**config.mk**
```make
export PLATFORM = sky130hd
export DESIGN_NAME = block_rms_meter_unit_flat
export DESIGN_NICKNAME = d
export VERILOG_FILES = /design/src/hdl/brm_pkg.sv /design/src/hdl/brm_in_if.sv /design/src/hdl/brm_out_if.sv /design/src/hdl/brm_datapath.sv /design/src/hdl/brm_ctrl.sv /design/src/hdl/block_rms_meter_unit.sv /design/src/flat_wrapper.sv
export SDC_FILE = /design/constraint.sdc
export NUM_CORES = 1
export LEC_CHECK = 0
export BUFFER_PORTS_ARGS = -buffer_cell sky130_fd_sc_hd__buf_2
export CORE_ASPECT_RATIO = 0.7
export CORE_MARGIN = 2
export CORE_UTILIZATION = 49
export CTS_CLUSTER_DIAMETER = 60
export DETAILED_ROUTE_END_ITERATION = 8
export PLACE_DENSITY_LB_ADDON = 0.15
export SLEW_MARGIN = 20
export SYNTH_ARGS = -nofsm -noshare
export SYNTH_HDL_FRONTEND = slang
export SYNTH_SLANG_ARGS = --single-unit
```
**constraint.sdc**
```tcl
create_clock -name clk_i -period 13.8 [get_ports clk_i]
set_input_delay 3.45 -clock clk_i [delete_from_list [all_inputs] [get_ports clk_i]]
set_output_delay 3.45 -clock clk_i [all_outputs]
set_load 0.02 [all_outputs]
```
**src/hdl/brm_pkg.sv**
```systemverilog
// shared types and default sizes for the block rms meter
package brm_pkg;

  localparam int unsigned MAX_SAMPLES_DEF = 1024;
  localparam int unsigned SAMPLE_BITS_DEF = 16;

  // commands from the controller to the datapath
  typedef struct packed {
    logic capture;
    logic mul;
    logic acc;
    logic div_init;
    logic div_step;
    logic sqrt_init;
    logic sqrt_step;
    logic out_load;
  } cmd_t;

  // status from the datapath to the controller
  typedef struct packed {
    logic last;
    logic out_full;
  } sts_t;

endpackage

```
**src/hdl/brm_in_if.sv**
```systemverilog
// sample channel of the block rms meter
interface brm_in_if #(
  parameter int unsigned SAMPLE_BITS = brm_pkg::SAMPLE_BITS_DEF
);
  logic                          valid;
  logic                          ready;
  logic signed [SAMPLE_BITS-1:0] sample;
  logic                          last;

  modport source (output valid, output sample, output last, input ready);
  modport sink   (input valid, input sample, input last, output ready);
endinterface

```
**src/hdl/brm_out_if.sv**
```systemverilog
// result channel of the block rms meter
interface brm_out_if #(
  parameter int unsigned SAMPLE_BITS = brm_pkg::SAMPLE_BITS_DEF,
  parameter int unsigned MAX_SAMPLES = brm_pkg::MAX_SAMPLES_DEF
);
  localparam int unsigned CntW = $clog2(MAX_SAMPLES + 1);

  logic                   valid;
  logic                   ready;
  logic [SAMPLE_BITS-1:0] rms;
  logic [CntW-1:0]        sample_count;
  logic                   overflow;

  modport source (output valid, output rms, output sample_count, output overflow, input ready);
  modport sink   (input valid, input rms, input sample_count, input overflow, output ready);
endinterface

```
**src/hdl/brm_datapath.sv**
```systemverilog
// square, accumulate, divide, square root and output register
module brm_datapath #(
  parameter int unsigned SAMPLE_BITS = brm_pkg::SAMPLE_BITS_DEF,
  parameter int unsigned MAX_SAMPLES = brm_pkg::MAX_SAMPLES_DEF
) (
  input  logic                                         clk_i,
  input  logic                                         rst_ni,
  input  brm_pkg::cmd_t                                cmd_i,
  output brm_pkg::sts_t                                sts_o,
  input  logic signed [SAMPLE_BITS-1:0]                sample_i,
  input  logic                                         last_i,
  input  logic                                         out_ready_i,
  output logic                                         out_valid_o,
  output logic [SAMPLE_BITS-1:0]                       rms_o,
  output logic [$clog2(MAX_SAMPLES+1)-1:0]             sample_count_o,
  output logic                                         overflow_o
);

  localparam int unsigned SB     = SAMPLE_BITS;
  localparam int unsigned CntW   = $clog2(MAX_SAMPLES + 1);
  localparam int unsigned SumW   = 2 * SB - 1 + $clog2(MAX_SAMPLES);
  localparam int unsigned RadW   = 2 * SB;
  localparam int unsigned DremW  = CntW + 1;
  localparam int unsigned SremW  = SB + 2;
  localparam logic [CntW-1:0] MaxCount = CntW'(MAX_SAMPLES);

  logic [SB-1:0]     mag_d, mag_q;
  logic              last_q;
  logic [2*SB-1:0]   prod_d, prod_q;
  logic [SumW-1:0]   sum_q;
  logic [CntW-1:0]   count_q;
  logic              ovf_q;
  logic [SumW-1:0]   quo_q;
  logic [DremW-1:0]  drem_q, dtrial;
  logic              dge;
  logic [RadW-1:0]   rad_q;
  logic [SB-1:0]     root_q;
  logic [SremW-1:0]  srem_q, strial_rem, strial;
  logic              sge;
  logic              out_valid_q;
  logic [SB-1:0]     rms_q;
  logic [CntW-1:0]   cnt_out_q;
  logic              ovf_out_q;

  // magnitude of the two's complement sample, most negative maps to 2^(SB-1)
  assign mag_d  = sample_i[SB-1] ? (~sample_i + SB'(1)) : sample_i;
  assign prod_d = mag_q * mag_q;

  // restoring divide, one quotient bit per step
  assign dtrial = {drem_q[CntW-1:0], quo_q[SumW-1]};
  assign dge    = (dtrial >= {1'b0, count_q});

  // digit-by-digit square root, two radicand bits per step
  assign strial_rem = {srem_q[SB-1:0], rad_q[RadW-1 -: 2]};
  assign strial     = {root_q, 2'b01};
  assign sge        = (strial_rem >= strial);

  always_ff @(posedge clk_i) begin
    if (cmd_i.capture) begin
      mag_q  <= mag_d;
      last_q <= last_i;
    end
    if (cmd_i.mul) begin
      prod_q <= prod_d;
    end
    if (cmd_i.div_init) begin
      quo_q  <= sum_q;
      drem_q <= '0;
    end else if (cmd_i.div_step) begin
      quo_q  <= {quo_q[SumW-2:0], dge};
      drem_q <= dge ? (dtrial - {1'b0, count_q}) : dtrial;
    end
    if (cmd_i.sqrt_init) begin
      rad_q  <= RadW'(quo_q);
      root_q <= '0;
      srem_q <= '0;
    end else if (cmd_i.sqrt_step) begin
      rad_q  <= {rad_q[RadW-3:0], 2'b00};
      root_q <= {root_q[SB-2:0], sge};
      srem_q <= sge ? (strial_rem - strial) : strial_rem;
    end
    if (cmd_i.out_load) begin
      rms_q     <= root_q;
      cnt_out_q <= count_q;
      ovf_out_q <= ovf_q;
    end
  end

  // block state, cleared when the result moves to the output register
  always_ff @(posedge clk_i or negedge rst_ni) begin
    if (!rst_ni) begin
      sum_q   <= '0;
      count_q <= '0;
      ovf_q   <= 1'b0;
    end else if (cmd_i.out_load) begin
      sum_q   <= '0;
      count_q <= '0;
      ovf_q   <= 1'b0;
    end else if (cmd_i.acc) begin
      if (count_q < MaxCount) begin
        sum_q   <= sum_q + SumW'(prod_q);
        count_q <= count_q + CntW'(1);
      end else begin
        ovf_q <= 1'b1;
      end
    end
  end

  always_ff @(posedge clk_i or negedge rst_ni) begin
    if (!rst_ni) begin
      out_valid_q <= 1'b0;
    end else if (cmd_i.out_load) begin
      out_valid_q <= 1'b1;
    end else if (out_ready_i) begin
      out_valid_q <= 1'b0;
    end
  end

  assign sts_o.last     = last_q;
  assign sts_o.out_full = out_valid_q;

  assign out_valid_o    = out_valid_q;
  assign rms_o          = rms_q;
  assign sample_count_o = cnt_out_q;
  assign overflow_o     = ovf_out_q;

endmodule

```
**src/hdl/brm_ctrl.sv**
```systemverilog
// sequencer for the block rms meter
module brm_ctrl #(
  parameter int unsigned SAMPLE_BITS = brm_pkg::SAMPLE_BITS_DEF,
  parameter int unsigned MAX_SAMPLES = brm_pkg::MAX_SAMPLES_DEF
) (
  input  logic          clk_i,
  input  logic          rst_ni,
  input  logic          in_valid_i,
  output logic          in_ready_o,
  input  brm_pkg::sts_t sts_i,
  output brm_pkg::cmd_t cmd_o
);

  localparam int unsigned DivSteps  = 2 * SAMPLE_BITS - 1 + $clog2(MAX_SAMPLES);
  localparam int unsigned SqrtSteps = SAMPLE_BITS;
  localparam int unsigned StepW     = $clog2(DivSteps);

  localparam logic [2:0] S_IDLE  = 3'd0;
  localparam logic [2:0] S_MUL   = 3'd1;
  localparam logic [2:0] S_ACC   = 3'd2;
  localparam logic [2:0] S_DINIT = 3'd3;
  localparam logic [2:0] S_DIV   = 3'd4;
  localparam logic [2:0] S_SINIT = 3'd5;
  localparam logic [2:0] S_SQRT  = 3'd6;
  localparam logic [2:0] S_DONE  = 3'd7;

  logic [2:0]       state_d, state_q;
  logic [StepW-1:0] step_d, step_q;

  always_comb begin
    state_d    = state_q;
    step_d     = step_q;
    cmd_o      = '0;
    in_ready_o = 1'b0;
    case (state_q)
      S_IDLE: begin
        in_ready_o = 1'b1;
        if (in_valid_i) begin
          cmd_o.capture = 1'b1;
          state_d       = S_MUL;
        end
      end
      S_MUL: begin
        cmd_o.mul = 1'b1;
        state_d   = S_ACC;
      end
      S_ACC: begin
        cmd_o.acc = 1'b1;
        state_d   = sts_i.last ? S_DINIT : S_IDLE;
      end
      S_DINIT: begin
        cmd_o.div_init = 1'b1;
        step_d         = '0;
        state_d        = S_DIV;
      end
      S_DIV: begin
        cmd_o.div_step = 1'b1;
        step_d         = step_q + StepW'(1);
        if (step_q == StepW'(DivSteps - 1)) begin
          state_d = S_SINIT;
        end
      end
      S_SINIT: begin
        cmd_o.sqrt_init = 1'b1;
        step_d          = '0;
        state_d         = S_SQRT;
      end
      S_SQRT: begin
        cmd_o.sqrt_step = 1'b1;
        step_d          = step_q + StepW'(1);
        if (step_q == StepW'(SqrtSteps - 1)) begin
          state_d = S_DONE;
        end
      end
      S_DONE: begin
        // hold the result until the output register is free
        if (!sts_i.out_full) begin
          cmd_o.out_load = 1'b1;
          state_d        = S_IDLE;
        end
      end
      default: begin
        state_d = S_IDLE;
      end
    endcase
  end

  always_ff @(posedge clk_i or negedge rst_ni) begin
    if (!rst_ni) begin
      state_q <= S_IDLE;
      step_q  <= '0;
    end else begin
      state_q <= state_d;
      step_q  <= step_d;
    end
  end

endmodule

```
**src/hdl/block_rms_meter_unit.sv**
```systemverilog
// top level of the block rms meter
//
// in_i carries signed samples with a last flag; out_o carries one result per
// block: rms (unsigned, same fixed point as the input), sample_count and
// overflow. A transfer happens on a clock edge with valid and ready high.
// Each sample passes through capture, the square in the multiplier and the
// accumulate, and in_i takes no new sample until it has been accumulated.
// After the last sample of a block the restoring divider runs one step per
// sum bit (2*SAMPLE_BITS-1+clog2(MAX_SAMPLES), 41 by default) and the root
// unit one step per result bit (SAMPLE_BITS); the result then waits to be
// loaded into the output register that drives out_o.
// Samples past MAX_SAMPLES in a block are dropped and flag overflow.
// Results wait in an output register; if out_o stalls, the next block is
// still taken in and waits before loading until the register is taken.
// Reset (rst_ni low, asynchronous) clears the sum, count, state and out valid.
module block_rms_meter_unit #(
  parameter int unsigned MAX_SAMPLES = brm_pkg::MAX_SAMPLES_DEF,
  parameter int unsigned SAMPLE_BITS = brm_pkg::SAMPLE_BITS_DEF
) (
  input  logic      clk_i,
  input  logic      rst_ni,
  brm_in_if.sink    in_i,
  brm_out_if.source out_o
);

  brm_pkg::cmd_t cmd;
  brm_pkg::sts_t sts;

  brm_ctrl #(
    .SAMPLE_BITS(SAMPLE_BITS),
    .MAX_SAMPLES(MAX_SAMPLES)
  ) u_ctrl (
    .clk_i      (clk_i),
    .rst_ni     (rst_ni),
    .in_valid_i (in_i.valid),
    .in_ready_o (in_i.ready),
    .sts_i      (sts),
    .cmd_o      (cmd)
  );

  brm_datapath #(
    .SAMPLE_BITS(SAMPLE_BITS),
    .MAX_SAMPLES(MAX_SAMPLES)
  ) u_datapath (
    .clk_i          (clk_i),
    .rst_ni         (rst_ni),
    .cmd_i          (cmd),
    .sts_o          (sts),
    .sample_i       (in_i.sample),
    .last_i         (in_i.last),
    .out_ready_i    (out_o.ready),
    .out_valid_o    (out_o.valid),
    .rms_o          (out_o.rms),
    .sample_count_o (out_o.sample_count),
    .overflow_o     (out_o.overflow)
  );

endmodule

```
**src/flat_wrapper.sv**
```systemverilog
// flat-port wrapper written by rule: the top's interface ports become plain ports
module block_rms_meter_unit_flat 
#(
  parameter int unsigned MAX_SAMPLES = brm_pkg::MAX_SAMPLES_DEF,
  parameter int unsigned SAMPLE_BITS = brm_pkg::SAMPLE_BITS_DEF
)
  (clk_i, rst_ni, in_i_valid, in_i_sample, in_i_last, in_i_ready, out_o_valid, out_o_rms, out_o_sample_count, out_o_overflow, out_o_ready);
  brm_in_if #(.SAMPLE_BITS(SAMPLE_BITS)) in_i_i ();
  brm_out_if #(.SAMPLE_BITS(SAMPLE_BITS), .MAX_SAMPLES(MAX_SAMPLES)) out_o_i ();
  input  logic clk_i;
  input  logic rst_ni;
  input wire logic [$bits(in_i_i.valid)-1:0] in_i_valid;
  input wire logic [$bits(in_i_i.sample)-1:0] in_i_sample;
  input wire logic [$bits(in_i_i.last)-1:0] in_i_last;
  output wire logic [$bits(in_i_i.ready)-1:0] in_i_ready;
  output wire logic [$bits(out_o_i.valid)-1:0] out_o_valid;
  output wire logic [$bits(out_o_i.rms)-1:0] out_o_rms;
  output wire logic [$bits(out_o_i.sample_count)-1:0] out_o_sample_count;
  output wire logic [$bits(out_o_i.overflow)-1:0] out_o_overflow;
  input wire logic [$bits(out_o_i.ready)-1:0] out_o_ready;
  assign in_i_i.valid = in_i_valid;
  assign in_i_i.sample = in_i_sample;
  assign in_i_i.last = in_i_last;
  assign in_i_ready = in_i_i.ready;
  assign out_o_valid = out_o_i.valid;
  assign out_o_rms = out_o_i.rms;
  assign out_o_sample_count = out_o_i.sample_count;
  assign out_o_overflow = out_o_i.overflow;
  assign out_o_i.ready = out_o_ready;
  block_rms_meter_unit #(.MAX_SAMPLES(MAX_SAMPLES), .SAMPLE_BITS(SAMPLE_BITS)) u_core (.clk_i(clk_i), .rst_ni(rst_ni), .in_i(in_i_i), .out_o(out_o_i));
endmodule
```
Word-level counts from Yosys, hierarchy flattened
Cells that the tools add are included.
{"block": "classes", "addsub": 6, "mul": 1, "n_div": 0, "magnitude_cmp": 3, "eq_ne": 14, "n_shift": 0, "n_mux": 36, "bitwise": 1, "reduce_logical": 12}
{"cell": "$mux 41", "n": 5}
{"cell": "$mux 32", "n": 2}
{"cell": "$mux 11", "n": 4}
{"cell": "$add 41x32->41", "n": 1}
{"cell": "$mul 16x16->32", "n": 1}
{"cell": "$pmux 3 s8", "n": 1}
{"cell": "$ge 18x18->1", "n": 1}
{"cell": "$add 16x2->16 const B", "n": 1}
{"cell": "$mux 1", "n": 16}
{"cell": "$mux 16", "n": 1}
{"cell": "$not 16->16", "n": 1}
{"cell": "$sub 16x16->16", "n": 1}
{"cell": "$mux 15", "n": 1}
{"cell": "$eq 3x3->1 const B", "n": 4}
{"cell": "$ge 12x11->1", "n": 1}
{"cell": "$mux 3", "n": 4}
{"cell": "$pmux 6 s2", "n": 1}
{"cell": "$reduce_bool 2->1", "n": 6}
{"cell": "$add 11x1->11 const B", "n": 1}
{"cell": "$lt 11x11->1 const B", "n": 1}
{"cell": "$sub 11x11->11", "n": 1}
{"cell": "$ne 2x2->1 const B", "n": 4}
{"cell": "$add 6x1->6 const B", "n": 1}
{"cell": "$eq 3x2->1 const B", "n": 2}
{"cell": "other kinds (9)", "n": 11}
{"block": "totals", "reg_bits": 256, "latchBits": 0, "ramBits": 0, "rom_bits": 0, "output_inout_bits": 30, "memories": 0}

Logic depth before layout (Yosys ltp)
Gate-level depths: netlist (run 1).
{"block": "logic_depth", "word_depth": 4, "ltp_mapped": 24, "mapped_depth_nobuf": 23}

Cells and area by module
From an unflattened synthesis (run 1), not the netlist that was laid out.
{"block": "hier_totals", "cells_unflattened": 2016, "hier_area_um2": 20603.5}
{"module": "brm_datapath", "instances": 1, "cells_each": 1941, "area_per_inst_um2": 19956.6, "seq_area_each_um2": 6686.4}
{"module": "brm_ctrl", "instances": 1, "cells_each": 75, "area_per_inst_um2": 646.9, "seq_area_each_um2": 225.2}

Least setup slack after synthesis (run 1)
No wires, ideal clock.
{"block": "synth_timing", "path_type": "register -> register", "from": "reg u_core.u_datapath.mag_q[4]", "to": "reg u_core.u_datapath.prod_q[31], data pin", "setup_ns": 0.260, "t_arrival_ns": 6.101, "required_ns": 13.540, "path_slack_ns": 7.439, "path_stages_with_launch": 22, "path_buffers": 2, "period_less_slack_ns": 6.361, "cell_sequence": "edfxtp_1 -> clkbuf_1 -> clkbuf_1 -> nand2_1 -> fa_1 -> inv_1 -> fa_1 -> fa_1 -> fa_1 -> fa_1 -> inv_1 -> fa_1 -> inv_1 -> ha_1 -> a21o_1 -> a21o_1 -> a21o_1 -> a21bo_2 -> a41o_1 -> a221o_1 -> a21oi_1 -> xnor2_1"}
{"block": "synth_between", "elab_chain_len": 1}
{"item": "start, declared", "line": "brm_datapath.sv:27", "text": "logic [SB-1:0] mag_d, mag_q;"}
{"item": "start signal, assigned", "line": "brm_datapath.sv:60", "text": "mag_q <= mag_d;"}
{"item": "$mul 16x16->32", "line": "brm_datapath.sv:47", "text": "assign prod_d = mag_q * mag_q;"}
{"item": "net u_core.u_datapath.prod_d[31]", "line": "brm_datapath.sv:29", "text": "logic [2*SB-1:0] prod_d, prod_q;"}
{"item": "end signal, assigned", "line": "brm_datapath.sv:64", "text": "prod_q <= prod_d;"}
{"item": "end, declared", "line": "brm_datapath.sv:29"}
The timed path passes the listed nets, and every way through them passes these cells.
A chain may end at the register's enable or synchronous reset.

Worst setup path after layout (run 1)
{"block": "layout_timing", "from": "reg u_core.u_datapath.mag_q[4]", "to": "reg u_core.u_datapath.prod_q[24], data pin"}
The elaborated chain is that of the path after synthesis.

==> results of run 1 <==
final cells by class:
class,instances,area [um^2]
Tap cell,544,681
Timing Repair Buffer,62,340
Sequential cell,255,6910
Multi-Input combinational cell,1431,12100
Fill cell,3731,19000
Clock buffer,42,826
Clock inverter,10,103
Inverter,297,1110
sequential cells by signal, summed over array words and instances (netlist names), 6 cells and up:
name / flops
u_core.u_ctrl.step_q: 6
u_core.u_datapath.count_q: 11
u_core.u_datapath.drem_q: 11
u_core.u_datapath.mag_q: 16
u_core.u_datapath.prod_q: 31
u_core.u_datapath.quo_q: 41
u_core.u_datapath.rad_q: 32
u_core.u_datapath.rms_o: 16
u_core.u_datapath.root_q: 16
u_core.u_datapath.sample_count_o: 11
u_core.u_datapath.srem_q: 16
u_core.u_datapath.sum_q: 41
synthesized netlist by cell type, types with 28 or more instances:
master and n:
and2_1 61, a21oi_1 106, nor3_1 28, a21o_1 36, ha_1 161, dfrtp_1 63, xnor2_1 66, fa_1 165
clkbuf_1 62, mux2_2 41, inv_1 295, edfxtp_1 149, nand2_1 248, dfxtp_1 43, o21ai_0 106, nor2_1 65
xor2_1 32
routing by layer:
metal,part of all wire [%],routed length (um),GRT usage [%],up-vias
li1,-,-,-,7028
met1,52,22700,33.2,7113
met2,41,18200,30.8,288
met3,5.2,2290,3.87,56
met4,1.7,726,3.94,0
met5,0,0,0,-
worst max-delay path, cell delays in order, from the launching register on:
cell and delay, ps:
edfxtp_1 830, nand2_1 180, fa_1 580, fa_1 560
inv_1 50, fa_1 520, fa_1 440, fa_1 540
inv_1 50, fa_1 520, inv_1 40, ha_1 340
a21o_1 190, a21oi_1 260, o21bai_1 120, a221oi_1 260
o21ai_1 220, a311oi_2 410, mux2i_1 220, nand3_1 90
final timing paths:
check / from / to
hold / removal: u_core.u_datapath.root_q[6] / u_core.u_datapath.rms_o[6]
min in group asynchronous: rst_ni / u_core.u_datapath.sum_q[4]
setup / recovery: u_core.u_datapath.mag_q[4] / u_core.u_datapath.prod_q[24]
max in group asynchronous: rst_ni / u_core.u_datapath.out_valid_o
hold reg to reg: u_core.u_datapath.root_q[6] / u_core.u_datapath.rms_o[6]
setup reg to reg: u_core.u_datapath.mag_q[4] / u_core.u_datapath.prod_q[24]
cells by family after synthesis:
| kind of cell | after synthesis | share of synthesized area (%) |
|---|---|---|
| DFF | 255 | 33.8 |
| buffers and inverters | 371 | 7.02 |
| muxes | 67 | 3.53 |
| xor gates and xnor gates | 98 | 4.20 |
| adders and majority gates | 326 | 26.0 |
| AOI/OAI and AO/OA | 412 | 13.2 |
| and+or+nand+nor | 528 | 12.2 |
through the flow:
stage | std cells | hold slack, ps | setup slack [ps]
finish | 2641 | 430 | 7110
global route | 2641 | 435 | 6600
CTS | 2641 | 429 | 7100
detailed placement | 2589 | 415 | 7120
global placement | 2589 | 412 | 7300
floorplan | 2057 | 408 | 7440
==> results.yml, run 1 <==
yosys:
  syn_area_um2: 20400
  synth.avg_cell_area_um2: 9.94
  async_flop_share_pct: 24.7
  ys_ff_latch: 255
  synth_top_area_share_pct: 21.9
  synth_area_leaders: "edfxtp_1, fa_1, ha_1, dfrtp_1, inv_1"
  synth_nets: 2404
  synth_edf_count: 149
  synth_ff_type: "edfxtp_1"
  ys_warn_count: 0
  ys_types: 88
  ys_seq_area_share_pct: 33.8
  netlist.top_cell.by_area: "edfxtp_1"
  synthesis.instances: 2057
place:
  hpwlAfterDp_um: 33600
  io_buffers: 50
  dpl-instance-area_um2: 21200
  gp_congestion: 0.860
clock_tree:
  cts_setup_buffers: 0
  clkLatencyLatePin_ps: 550
  clock-sinks: 255
  clock_path_buffers: 3
  cts_tree: "done"
  cts_resized: 0
  htreeDepth: 1
  cts.clk_slew.worst_paths_ps: 60
  hold_buffers: 0
  cts_buffers: 28
  ctsRootBufferMaster: "clkbuf_16"
route:
  drc: 0
  drtIter0Drc: 992
  ant_nets: 0
  dr.pass1.iters: 5
  num_vias: 14500
  post_drt_wl_per_cell_um: 16.6
  wirelength_um: 44000
  vias_per_cell: 5.48
global_route:
  grt-ovfl-total: 0
  track_usage_pct: 21.2
  grt_pass1_vias: 14800
  grt_antenna_before_repair: 1
  grt_max_degree: 60
  grt_pass1_wl_um: 74800
floorplan:
  start_util_pct: 49.7
  die_h_um: 175
  die_area_um2: 43400
  fp.dieW_um: 248
  ios: 51
  design.core.area_um2: 41100
  row_count: 62
setup_path:
  critPathRequiredTime_ps: 14090
  critPathMaxFanout: 18
  crit_path_end_kind: "flip-flop"
  cp.arrival_ps: 6980
  criticalPathCategory: "reg2reg"
  reg2reg_setup_slack_ps: 7110
  cp-start-kind: "flip-flop"
  rr_worst_depth: 19
final_layout:
  finalInstanceArea_um2: 22100
  layout_commonest_cell: "inv_1"
  layout_common_cells: "inv_1, nand2_1, fa_1"
  diodes: 0
  drive_gt1_share_pct: 8.77
  area_growth_pct: 8.06
  postLayoutCoreUtil_pct: 53.7
  num-nets-final: 2422
timing:
  slew_viol_final: 0
  tns_ps: 0
  worst_pin_slew_ps: 1080
  min_period_ps: 6690
  hold_violations: 0
  setup_viol: 0
  grt_setup_unrepaired: "no"
  fin_crit_sh_pct: 48.5
  max_freq_mhz: 149
  clock_skew_ps: 23.0
  slew_headroom_pct: 27.7
outcome:
  status: "finished, final reports clean"
run:
  cap_violations: 0
hold_path:
  hold_class: "reg2reg"
  min_path_cells: 0
Power of run 1 is left out: the tool's default activity adds up to more than one toggle a clock period on the data nets, which glitch-free logic cannot reach.
==> run 2, diff against run 1 <==
Clock period 13.8 ns to 6.3 ns, I/O delays scaled along.
==> run 2 against run 1 <==
Compared with the run above: non-clock buffer count is 48 higher; first-iteration DRC count shrank 3.8%; final area grew 1.9%; clock skew up 4.3 ps; routed wire length is essentially flat; highest routed layer unchanged.
==> results.yml, run 2 (synthesized netlist as in run 1, its figures left out) <==
final_layout:
  n_fill_cell: 3684
  layout_commonest_cell: "inv_1"
  area_growth_pct: 10.1
  top_regs: "u_core.u_datapath.quo_q x41, u_core.u_datapath.sum_q x41, u_core.u_datapath.rad_q x32"
  seq_area_um2: 6910
  drive_gt1_share_pct: 11.7
  postLayoutCoreUtil_pct: 54.8
  layout_common_cells: "inv_1, nand2_1, fa_1"
  multi_input_area_um2: 12200
  num-nets-final: 2469
global_route:
  grt_pass1_vias: 14800
  grt_max_degree: 59
  track_usage_pct: 21.2
  grt_antenna_before_repair: 1
  grt-ovfl-total: 0
  grt_pass1_wl_um: 74800
timing:
  min_period_ps: 6150
  max_freq_mhz: 163
  worst_pin_slew_ps: 1030
  clock_skew_ps: 27.3
  slew_headroom_pct: 31.6
  hold-worst-slack_ps: 426
  slew_viol_final: 0
  fin_crit_sh_pct: 97.6
  hold_violations: 0
  setup_viol: 0
  tns_ps: 0
  grt_setup_unrepaired: "yes"
setup_path:
  criticalPathCategory: "reg2reg"
  r2r_end: "u_core.u_datapath.prod_q[31]"
  rr_worst_depth: 20
  r2r-start: "u_core.u_datapath.mag_q[11]"
  path_delay_family: "adder cells"
  critPathRequiredTime_ps: 6610
  max_stage_delay_ps: 560
  critPathMaxFanout: 7
  crit_chain: "and2_4 > fa_1 > inv_1 > fa_1 > inv_1 > fa_1 > fa_1 > fa_1 > inv_1 > fa_1 > inv_1 > ha_1 > a21o_1 > a21o_1 > a21o_1 > a21bo_2 > a41o_1 > a221o_1 > a21oi_2 > xnor2_1"
  crit_top_cell: "fa_1"
  timing.critical_path.slowest_stage_cell: "edfxtp_1"
  cp-start-kind: "flip-flop"
  cp_num_buf_inv: 4
  crit_path_end_kind: "flip-flop"
  reg2reg_setup_slack_ps: 150
  cp.arrival_ps: 6460
place:
  hpwlAfterDp_um: 33700
  io_buffers: 50
  gp_congestion: 0.901
route:
  dr.pass1.iters: 5
  drtIter0Drc: 954
  num_vias: 14600
  post_drt_wl_per_cell_um: 16.3
  wirelength_um: 43900
  vias_per_cell: 5.44
  drc: 0
  ant_nets: 0
hold_path:
  hold_class: "reg2reg"
  min_to: "u_core.u_datapath.rms_o[10]"
  hp-start: "u_core.u_datapath.root_q[10]"
  min_path_cells: 0
clock_tree:
  clkLatencyLatePin_ps: 560
  clock-sinks: 255
  ctsRootBufferMaster: "clkbuf_16"
  cts_tree: "done"
  clock_path_buffers: 3
  cts_buffers: 27
  cts.clk_slew.worst_paths_ps: 70
  htreeDepth: 1
floorplan:
  die_h_um: 175
  die_area_um2: 43400
  ios: 51
  start_util_pct: 49.7
  row_count: 62
  fp.dieW_um: 248
  design.core.area_um2: 41100
run:
  cap_violations: 0
outcome:
  status: "finished, final reports clean"
run 2: cell types whose count changed in the layout (fill, tap and decap cells not counted), sizes merged:
cell      before  now
buf           62  110
diode          0    1
clkbuf        42   35
bufinv         1    2
inv          299  300
clkinvlp       0    1
clkinv         7    8
run 2: per-stage QoR:
stage                     area (um^2)  setup slack (ps)  cells
after floorplan                 20400              30.5   2057
after global placement          21400              74.5   2615
after detailed placement        21400             -2.15   2615
after CTS                       22200              16.4   2664
after global routing            22500             -47.7   2686
final                           22500               152   2687
run 2: timing repair:
action                                  CTS  global route
pin swaps                                 0            14
gates resized for setup                   2            23
endpoints found under the setup margin    2            11
hold buffers                              0             0
setup buffers                             0            22
run 2: how the worst max path moves through the flow:
stage | startpoint | end | depth (start not counted)
after global routing | u_core.u_datapath.mag_q[1] | u_core.u_datapath.prod_q[31] | 22
after floorplan | u_core.u_datapath.mag_q[4] | u_core.u_datapath.prod_q[31] | 21
after detailed placement | u_core.u_datapath.mag_q[10] | u_core.u_datapath.prod_q[24] | 20
after global placement | u_core.u_datapath.mag_q[10] | u_core.u_datapath.prod_q[24] | 20
final | u_core.u_datapath.mag_q[11] | u_core.u_datapath.prod_q[31] | 20
after CTS | u_core.u_datapath.mag_q[4] | u_core.u_datapath.prod_q[24] | 19
run 2: area by class of cell:
cell class | instances | area share, %
multi-input combinational | 1431 | 54.3
sequential | 255 | 30.7
inverter | 297 | 4.95
clock buffer | 35 | 3.23
timing repair buffer | 110 | 3.14
tap | 544 | 3.02
clock inverter | 14 | 0.606
antenna | 1 | 0.0111
run 2: worst reg2reg max path: stages (launching register included):
cell and delay (ps):
edfxtp_1 560, and2_4 240, fa_1 540, inv_1 60, fa_1 530, inv_1 50, fa_1 510, fa_1 440
fa_1 540, inv_1 50, fa_1 530, inv_1 50, ha_1 230, a21o_1 180, a21o_1 170, a21o_1 180
a21bo_2 200, a41o_1 260, a221o_1 360, a21oi_2 150, xnor2_1 70
run 2: routing by layer:
layer	track usage, %	part of all wire, %
met5	0	0
met3	3.32	5.3
met4	3.67	1.5
met2	30.9	41
met1	33.4	52
Power of run 2 is left out for the same reason.
==> run 3, diff against run 2 <==
Settings changed: ABC_AREA set to 1, PLACE_DENSITY set to 0.64, PLACE_DENSITY_LB_ADDON 0.15 to not set.
==> run 3 against run 2 <==
Compared with the run above: worst hold slack gained 4.6 ps; sequential share of layout area is 1.7 points lower; critical path depth rose by 4; global-route usage grew 2.9 points; count of clock-buffer cells in the layout rose by 7; core utilization decreased by 0.40 points; routed wire length is 23% higher; critical endpoint unchanged.
==> results.yml, run 3 <==
yosys:
  async_flop_share_pct: 24.7
  yosys.cell_count.top_type: "nand2_1"
  syn_area_um2: 21800
  netlist.top_cell.by_area: "edfxtp_1"
  synth_area_leaders: "edfxtp_1, fa_1, nand2_1, inv_1, ha_1"
  ys_types: 49
  synthesis.instances: 2792
  ys_seq_area_share_pct: 31.7
  synth_ff_type: "edfxtp_1"
  synth_edf_count: 149
  synth_top_area_share_pct: 20.5
  synth_nets: 3139
  ys_ff_latch: 255
  synth_top_cells_by_count: "nand2_1, inv_1, fa_1, nor2_1, ha_1"
  synth.avg_cell_area_um2: 7.81
  ys_warn_count: 0
place:
  gp_congestion: 1.00
  hpwlAfterDp_um: 42600
  io_buffers: 50
setup_path:
  rr_worst_depth: 24
  cp.arrival_ps: 6360
  r2r_end: "u_core.u_datapath.prod_q[31]"
  criticalPathCategory: "reg2reg"
  crit_path_end_kind: "flip-flop"
  r2r-start: "u_core.u_datapath.mag_q[9]"
  cp-start-kind: "flip-flop"
  critPathRequiredTime_ps: 6640
  reg2reg_setup_slack_ps: 270
  critPathMaxFanout: 11
floorplan:
  design.core.area_um2: 43800
  start_util_pct: 49.8
  fp.dieW_um: 256
  ios: 51
  die_area_um2: 46200
  row_count: 64
  die_h_um: 180
clock_tree:
  clkLatencyLatePin_ps: 580
  cts_tree: "done"
  htreeDepth: 1
  cts.clk_slew.worst_paths_ps: 60
  hold_buffers: 0
  clock-sinks: 255
  cts_buffers: 30
  ctsRootBufferMaster: "clkbuf_16"
  clock_path_buffers: 3
timing:
  clock_skew_ps: 24.8
  tns_ps: 0
  setup_viol: 0
  max_freq_mhz: 166
  hold_violations: 0
  slew_headroom_pct: 25.8
  slew_viol_final: 0
  min_period_ps: 6030
  worst_pin_slew_ps: 1110
  fin_crit_sh_pct: 95.7
  grt_setup_unrepaired: "no"
outcome:
  status: "finished, final reports clean"
route:
  drtIter0Drc: 1606
  post_drt_wl_per_cell_um: 15.6
  ant_nets: 0
  wirelength_um: 54000
  vias_per_cell: 5.20
  drc: 0
  num_vias: 18000
  dr.pass1.iters: 5
global_route:
  grt_pass1_vias: 17600
  track_usage_pct: 24.1
  grt-ovfl-total: 0
  grt_antenna_before_repair: 0
  grt_pass1_wl_um: 90900
  grt_max_degree: 65
hold_path:
  min_path_cells: 0
  min_to: "u_core.u_datapath.rms_o[6]"
  hp-start: "u_core.u_datapath.root_q[6]"
  hold_class: "reg2reg"
final_layout:
  layout_common_cells: "nand2_1, inv_1, fa_1"
  area_growth_pct: 9.28
  num-nets-final: 3189
  n_fill_cell: 4179
  diodes: 0
  top_regs: "u_core.u_datapath.quo_q x41, u_core.u_datapath.sum_q x41, u_core.u_datapath.rad_q x32"
  drive_gt1_share_pct: 5.97
  layout_commonest_cell: "nand2_1"
run:
  cap_violations: 0
## run 3: changes by cell type after synthesis, sizes merged, moves of 47 or more
cell	change
nand3	+87
inv	+287
nand2	+588
nor2	+106
and2	-58
xnor2	-47
## run 3: layout make-up
| cell class | instances | area (um^2) | area share, % |
|---|---|---|---|
| Timing Repair Buffer | 86 | 546 | 2.29 |
| Inverter | 584 | 2190 | 9.20 |
| Sequential cell | 255 | 6910 | 29.0 |
| Multi-Input combinational cell | 1885 | 12400 | 52.2 |
| Clock inverter | 14 | 135 | 0.567 |
| Clock buffer | 42 | 867 | 3.64 |
| Tap cell | 594 | 743 | 3.12 |
## run 3: what timing repair did
action | CTS | global route
buffers inserted | 0 | 17
resized for setup | 0 | 1
hold endpoints to repair | 0 | 0
endpoints found under the setup margin | 0 | 12
## run 3: layer usage
layer	global-route usage, %	routed length [um]
met3	3.85	4070
met1	39.0	28000
met5	0	0
met4	3.60	691
met2	33.9	21200
## run 3: critical path, stage by stage, from the launching register on
cell      delay [ps]
edfxtp_1         540
buf_4            290
nand2_1          120
fa_1             510
inv_1             50
fa_1             500
inv_1             50
fa_1             470
inv_1             60
fa_1             510
fa_1             550
inv_1             60
fa_1             530
inv_1             40
ha_1             350
nand2_1          170
inv_1             60
a21oi_1          290
nand2_1          150
nand2_1           90
nand3_1          150
nand2_1          120
nand2_1           50
nand2_1           60
nand2_1           40
## run 3: metrics by stage
stage / worst slack, ps / utilization, % / std cells / cell area, um^2 / hold WS (ps)
2_1_floorplan: 702 / - / 2792 / 21800 / 408
6_report: 274 / 54.4 / 3460 / 23800 / 430
3_3_place_gp: 284 / 51.7 / 3387 / 22700 / 414
3_5_place_dp: 217 / 51.7 / 3387 / 22700 / 413
5_1_grt: 29.4 / 54.4 / 3460 / 23800 / 442
4_1_cts: 206 / 54.0 / 3443 / 23700 / 432
## run 3: logic make-up after synthesis
group	synth area share, %
simple gates	22.5
fa+ha+maj	24.4
mux	0.0517
compound gates	7.42
buf+inv	11.4
flops	31.7
xor+xnor	2.53
## run 3: worst max-delay path by stage
stage	from	to	slack, ps	cells after the start
final	u_core.u_datapath.mag_q[9]	u_core.u_datapath.prod_q[31]	270	24
after CTS	u_core.u_datapath.mag_q[4]	u_core.u_datapath.prod_q[21]	210	20
after global placement	u_core.u_datapath.mag_q[4]	u_core.u_datapath.prod_q[26]	280	15
after global routing	u_core.u_datapath.mag_q[9]	u_core.u_datapath.prod_q[31]	30	24
after floorplan	u_core.u_datapath.mag_q[4]	u_core.u_datapath.prod_q[29]	700	20
after detailed placement	u_core.u_datapath.mag_q[4]	u_core.u_datapath.prod_q[21]	220	20
Power of run 3 is left out for the same reason.
